### src/hw/rtl/soa_pkg.sv
// shared types and codes for the slab object allocator
// no dependencies; imported by soa_regs, slab_object_allocator_top, slab_alloc_checker and tb
`default_nettype none

package soa_pkg;

  // pool geometry, fixed by the item field widths
  localparam int NUM_SLABS = 16;
  localparam int MAX_OBJS  = 64;

  localparam logic CMD_ALLOC = 1'b0;
  localparam logic CMD_FREE  = 1'b1;

  // register index within the apb window (paddr[2])
  localparam logic REG_OBJS_PER_SLAB = 1'b0;
  localparam logic REG_SLAB_LIMIT    = 1'b1;

  localparam logic [6:0] OBJS_PER_SLAB_RST = 7'd64;
  localparam logic [4:0] SLAB_LIMIT_RST    = 5'd16;

  typedef enum logic [1:0] {
    ST_ALLOC = 2'd0,
    ST_OOM   = 2'd1,
    ST_FREED = 2'd2
  } status_e;

  typedef enum logic [1:0] {
    TAG_PART = 2'd0,
    TAG_FULL = 2'd1,
    TAG_FREE = 2'd2,
    TAG_NONE = 2'd3
  } tag_e;

  typedef struct packed {
    logic       command;
    logic [3:0] free_slab;
    logic [5:0] free_object;
  } req_t;

  typedef struct packed {
    status_e    status;
    logic [3:0] slab;
    logic [5:0] object;
  } rsp_t;

  typedef struct packed {
    logic [6:0] objs_per_slab;
    logic [4:0] slab_limit;
  } cfg_t;

endpackage

`default_nettype wire

### src/hw/rtl/soa_regs.sv
// apb configuration registers of the slab object allocator
// depends on soa_pkg
`default_nettype none

module soa_regs (
  input  wire logic          clk_i,
  input  wire logic          rst_ni,
  input  wire logic          psel,
  input  wire logic          penable,
  input  wire logic          pwrite,
  input  wire logic [2:0]    paddr,
  input  wire logic [31:0]   pwdata,
  output logic      [31:0]   prdata,
  output logic               pready,
  output soa_pkg::cfg_t      cfg_o
);
  import soa_pkg::*;

  cfg_t cfg_q;
  logic wr_en;

  assign pready = 1'b1;
  assign wr_en  = psel && penable && pwrite;
  assign cfg_o  = cfg_q;

  always_ff @(posedge clk_i or negedge rst_ni) begin
    if (!rst_ni) begin
      cfg_q.objs_per_slab <= OBJS_PER_SLAB_RST;
      cfg_q.slab_limit    <= SLAB_LIMIT_RST;
    end else if (wr_en) begin
      case (paddr[2])
        REG_OBJS_PER_SLAB: cfg_q.objs_per_slab <= pwdata[6:0];
        REG_SLAB_LIMIT:    cfg_q.slab_limit    <= pwdata[4:0];
        default: ;
      endcase
    end
  end

  always_comb begin
    case (paddr[2])
      REG_OBJS_PER_SLAB: prdata = {25'd0, cfg_q.objs_per_slab};
      REG_SLAB_LIMIT:    prdata = {27'd0, cfg_q.slab_limit};
      default:           prdata = 32'd0;
    endcase
  end

endmodule

`default_nettype wire

### config.mk
export PLATFORM = sky130hd
export DESIGN_NAME = soa_regs
export DESIGN_NICKNAME = d
export VERILOG_FILES = /design/src/hw/rtl/soa_pkg.sv /design/src/hw/rtl/soa_regs.sv
export SDC_FILE = /design/constraint.sdc
export NUM_CORES = 1
export LEC_CHECK = 0
export BUFFER_PORTS_ARGS = -buffer_cell sky130_fd_sc_hd__buf_2
export CAP_MARGIN = 30
export CELL_PAD_IN_SITES_DETAIL_PLACEMENT = 1
export CELL_PAD_IN_SITES_GLOBAL_PLACEMENT = 1
export CORE_MARGIN = 2
export CORE_UTILIZATION = 22
export DETAILED_ROUTE_END_ITERATION = 12
export MAX_ROUTING_LAYER = met4
export PLACE_DENSITY_LB_ADDON = 0.1
export SLEW_MARGIN = 20
export SYNTH_ARGS = -nofsm -noshare
export SYNTH_HDL_FRONTEND = slang
export SYNTH_SLANG_ARGS = --single-unit
### constraint.sdc
create_clock -name clk_i -period 1.01 [get_ports clk_i]
set_input_delay 0.202 -clock clk_i [delete_from_list [all_inputs] [get_ports clk_i]]
set_output_delay 0.202 -clock clk_i [all_outputs]
set_load 0.05 [all_outputs]
==> flow_summary_export.csv <==
group,metric,value,unit
power_and_ir_drop,power_leakage,0.632,nW
yosys,synthDominantCellAreaShare,33.1,%
worst_setup_path,endpoint_kind,"primary output",
global_routing,grt_start_max_net_pins,13,
floorplanning,core-area,3310,µm²
yosys,yosys_warnings,0,
worst_setup_path,cp_top_family,"flip-flops",
worst_setup_path,crit_fanout,2,
yosys,ys_seq_elements,12,
cts,clk_latency,0.27,ns
cts,cts.path.max_buffers,2,
route,drt_iter0_markers,7,
place,gp_congestion,0.672,
cts,cts_tree,"yes",
finish,area_growth,65.0,%
outcome,violations,"setup timing",
worst_setup_path,timing.rr.end,"cfg_o[6]",
yosys,synthCells,62,
worst_hold_path,hold_start,"pwdata[6]",
timing,fin_ws,-0.300,ns
timing,fmax,763,MHz
cts,path_clk_slew,0.07,ns
cts,cts_buffers,3,
worst_hold_path,holdCritPathClass,"primary input to flop",
finish,final_cell_area,1250,µm²
finish,final_nets,150,
worst_setup_path,cpMaxStageDelayCell,"dfrtp_2",
worst_setup_path,r2r_start,"cfg_o[6]",
timing,finalCriticalPeriod,1.31,ns
flow_run,cap_violations,0,
yosys,ys_seq_area_share,40.0,%
route,vias,548,
route,dr.pass1.iters,2,
worst_setup_path,reg2regPathDepth,3,
route,postRouteAntennaNets,0,
floorplanning,die-height,62.7,µm
floorplanning,num_io_pins,85,
global_routing,grt_pass1_wl,2680,µm
yosys,synth_top_cell_by_area,"dfrtp_1",
global_routing,track_usage,9.28,%
place,dp_hpwl,1340,µm
timing,rsz0062_at_grt,"yes",
outcome,status,"finished with violations",
finish,num_antenna_cells,0,
cts,htree_levels,1,
floorplanning,core.rowCount,21,
yosys,synth_area_per_cell,12.2,µm²
route,drc,0,
worst_setup_path,cpPeakStageDelay,0.41,ns
cts,cts-root-buf,"clkbuf_4",
power_and_ir_drop,vdd_drop_max,0.000592,V
route,viasPerCell,3.54,
worst_setup_path,crit_arrival,1.11,ns
finish,drive_above_1_share,73.4,%
timing,fin_worst_skew,0,ns
place,placement.io_buffers,31,
timing,hold_viol,0,
place,dp_cells,146,
worst_setup_path,rrSetupSlack,0.01,ns
finish,final_cells,155,
place,place_area,973,µm²
cts,clkSinkCount,12,
worst_setup_path,start_kind,"flop",
timing,finalCritPeriodShare,130,%
yosys,yosysUniqueCellTypes,9,
yosys,syn_area,757,µm²
route,wirelength,1730,µm
floorplanning,start_util,22.9,%
timing,setup_viol,19,
route,wl_per_cell,11.1,µm
worst_setup_path,cp_cell_sequence,"mux2_4 > buf_6",
global_routing,grt_pass1_vias,539,
timing,final_max_slew_viol_count,0,
floorplanning,fp.dieW,62.7,µm
worst_hold_path,min_to,"cfg_o[11]",
worst_setup_path,worstPathRequired,0.81,ns
worst_hold_path,hold_depth,2,
yosys,synthTopCellsByArea,"dfrtp_1 33%, buf_4 26%, mux2_2 25%",
worst_setup_path,path_buf_inv,1,
timing,holdWs,0.161,ns
worst_setup_path,crit_type,"flop to primary output",
global_routing,grt_overflow,0,
finish,largest_reg_flops,12,
floorplanning,dieArea,3930,µm²
global_routing,antenna_found_initial,0,
power_and_ir_drop,power.density,2280,nW/µm²
==> layer usage <==
metal	routed length [µm]	track usage (%)	vias to the layer above
li1	-	-	250
met1	614	9.94	258
met2	938	15.3	38
met3	159	3.96	2
met4	13	3.33	0
met5	0	-	-
==> synthesized netlist by cell type (all sizes together) <==
master	n
buf	27
mux2	17
dfrtp	10
conb	2
dfstp	2
nor2b	2
nand4	1
nand4b	1
==> report_power, final <==
part           leakage (nW)  total, mW  internal [mW]  switching [mW]
clock                0.0150      0.307          0.153           0.155
sequential            0.131      0.688          0.614          0.0745
combinational         0.485       1.85          0.784            1.07
==> how the worst max path moves through the flow <==
stage | startpoint | endpoint | slack (ns) | cells past startpoint
finish | cfg_o[6] | prdata[1] | -0.30 | 2
global route | cfg_o[6] | prdata[1] | -0.35 | 2
CTS | cfg_o[4] | prdata[4] | -0.31 | 2
detailed placement | paddr[2] | cfg_o[7] | -0.21 | 3
global placement | paddr[2] | cfg_o[10] | -0.20 | 3
floorplan | cfg_o[11] | prdata[6] | -0.25 | 1
==> cell usage in the layout (no fill, tap or decap), drive strengths merged <==
master	Yosys	layout
buf	27	45
conb	2	26
mux2	17	17
dfrtp	10	10
clkbuf	0	4
nor2b	2	2
dfstp	2	2
nand4	1	1
nand4b	1	1
dlygate4sd3	0	1
==> cells by family (layout without fill, tap and decap cells) <==
kind of cell  after synthesis  in the layout  synth area share [%]
simple gates                4              4                  6.45
other cells                 2             26                 0.992
flops                      12             12                  40.0
mux                        17             17                  25.3
buf+inv                    27             50                  27.3
==> what timing repair did <==
item                                   in CTS  in global routing
setup endpoints to repair                  19                 19
endpoints found under the hold margin      10                  0
gates resized for setup                    53                 11
buffers inserted                            2                  5
hold buffers                                1                  0
==> worst register-to-register path, delay by kind of cell, from the launching register on <==
| kind | cells | cell delay [ns] |
|---|---|---|
| flip-flops | 1 | 0.41 |
| buffers and inverters | 2 | 0.22 |
| multiplexers | 1 | 0.25 |
==> through the flow <==
stage               setup TNS [ns]  util (%)  power [mW]  worst slack (ns)
finish                       -3.51      37.7        2.85            -0.300
global placement             -3.32      29.4        2.05            -0.200
CTS                          -3.84      36.2        2.79            -0.311
detailed placement           -3.37      29.4        2.07            -0.210
global route                 -4.47      37.7        2.98            -0.348
floorplan                   -0.800         -        1.81            -0.249
==> final cells by class <==
| cell class | instances | area, µm² |
|---|---|---|
| fill | 386 | 2060 |
| timing repair buffer | 46 | 472 |
| multi-input combinational | 47 | 379 |
| sequential | 12 | 314 |
| tap | 46 | 57.6 |
| clock buffer | 4 | 26.3 |
No activity file was read; power rests on OpenSTA's default activity.
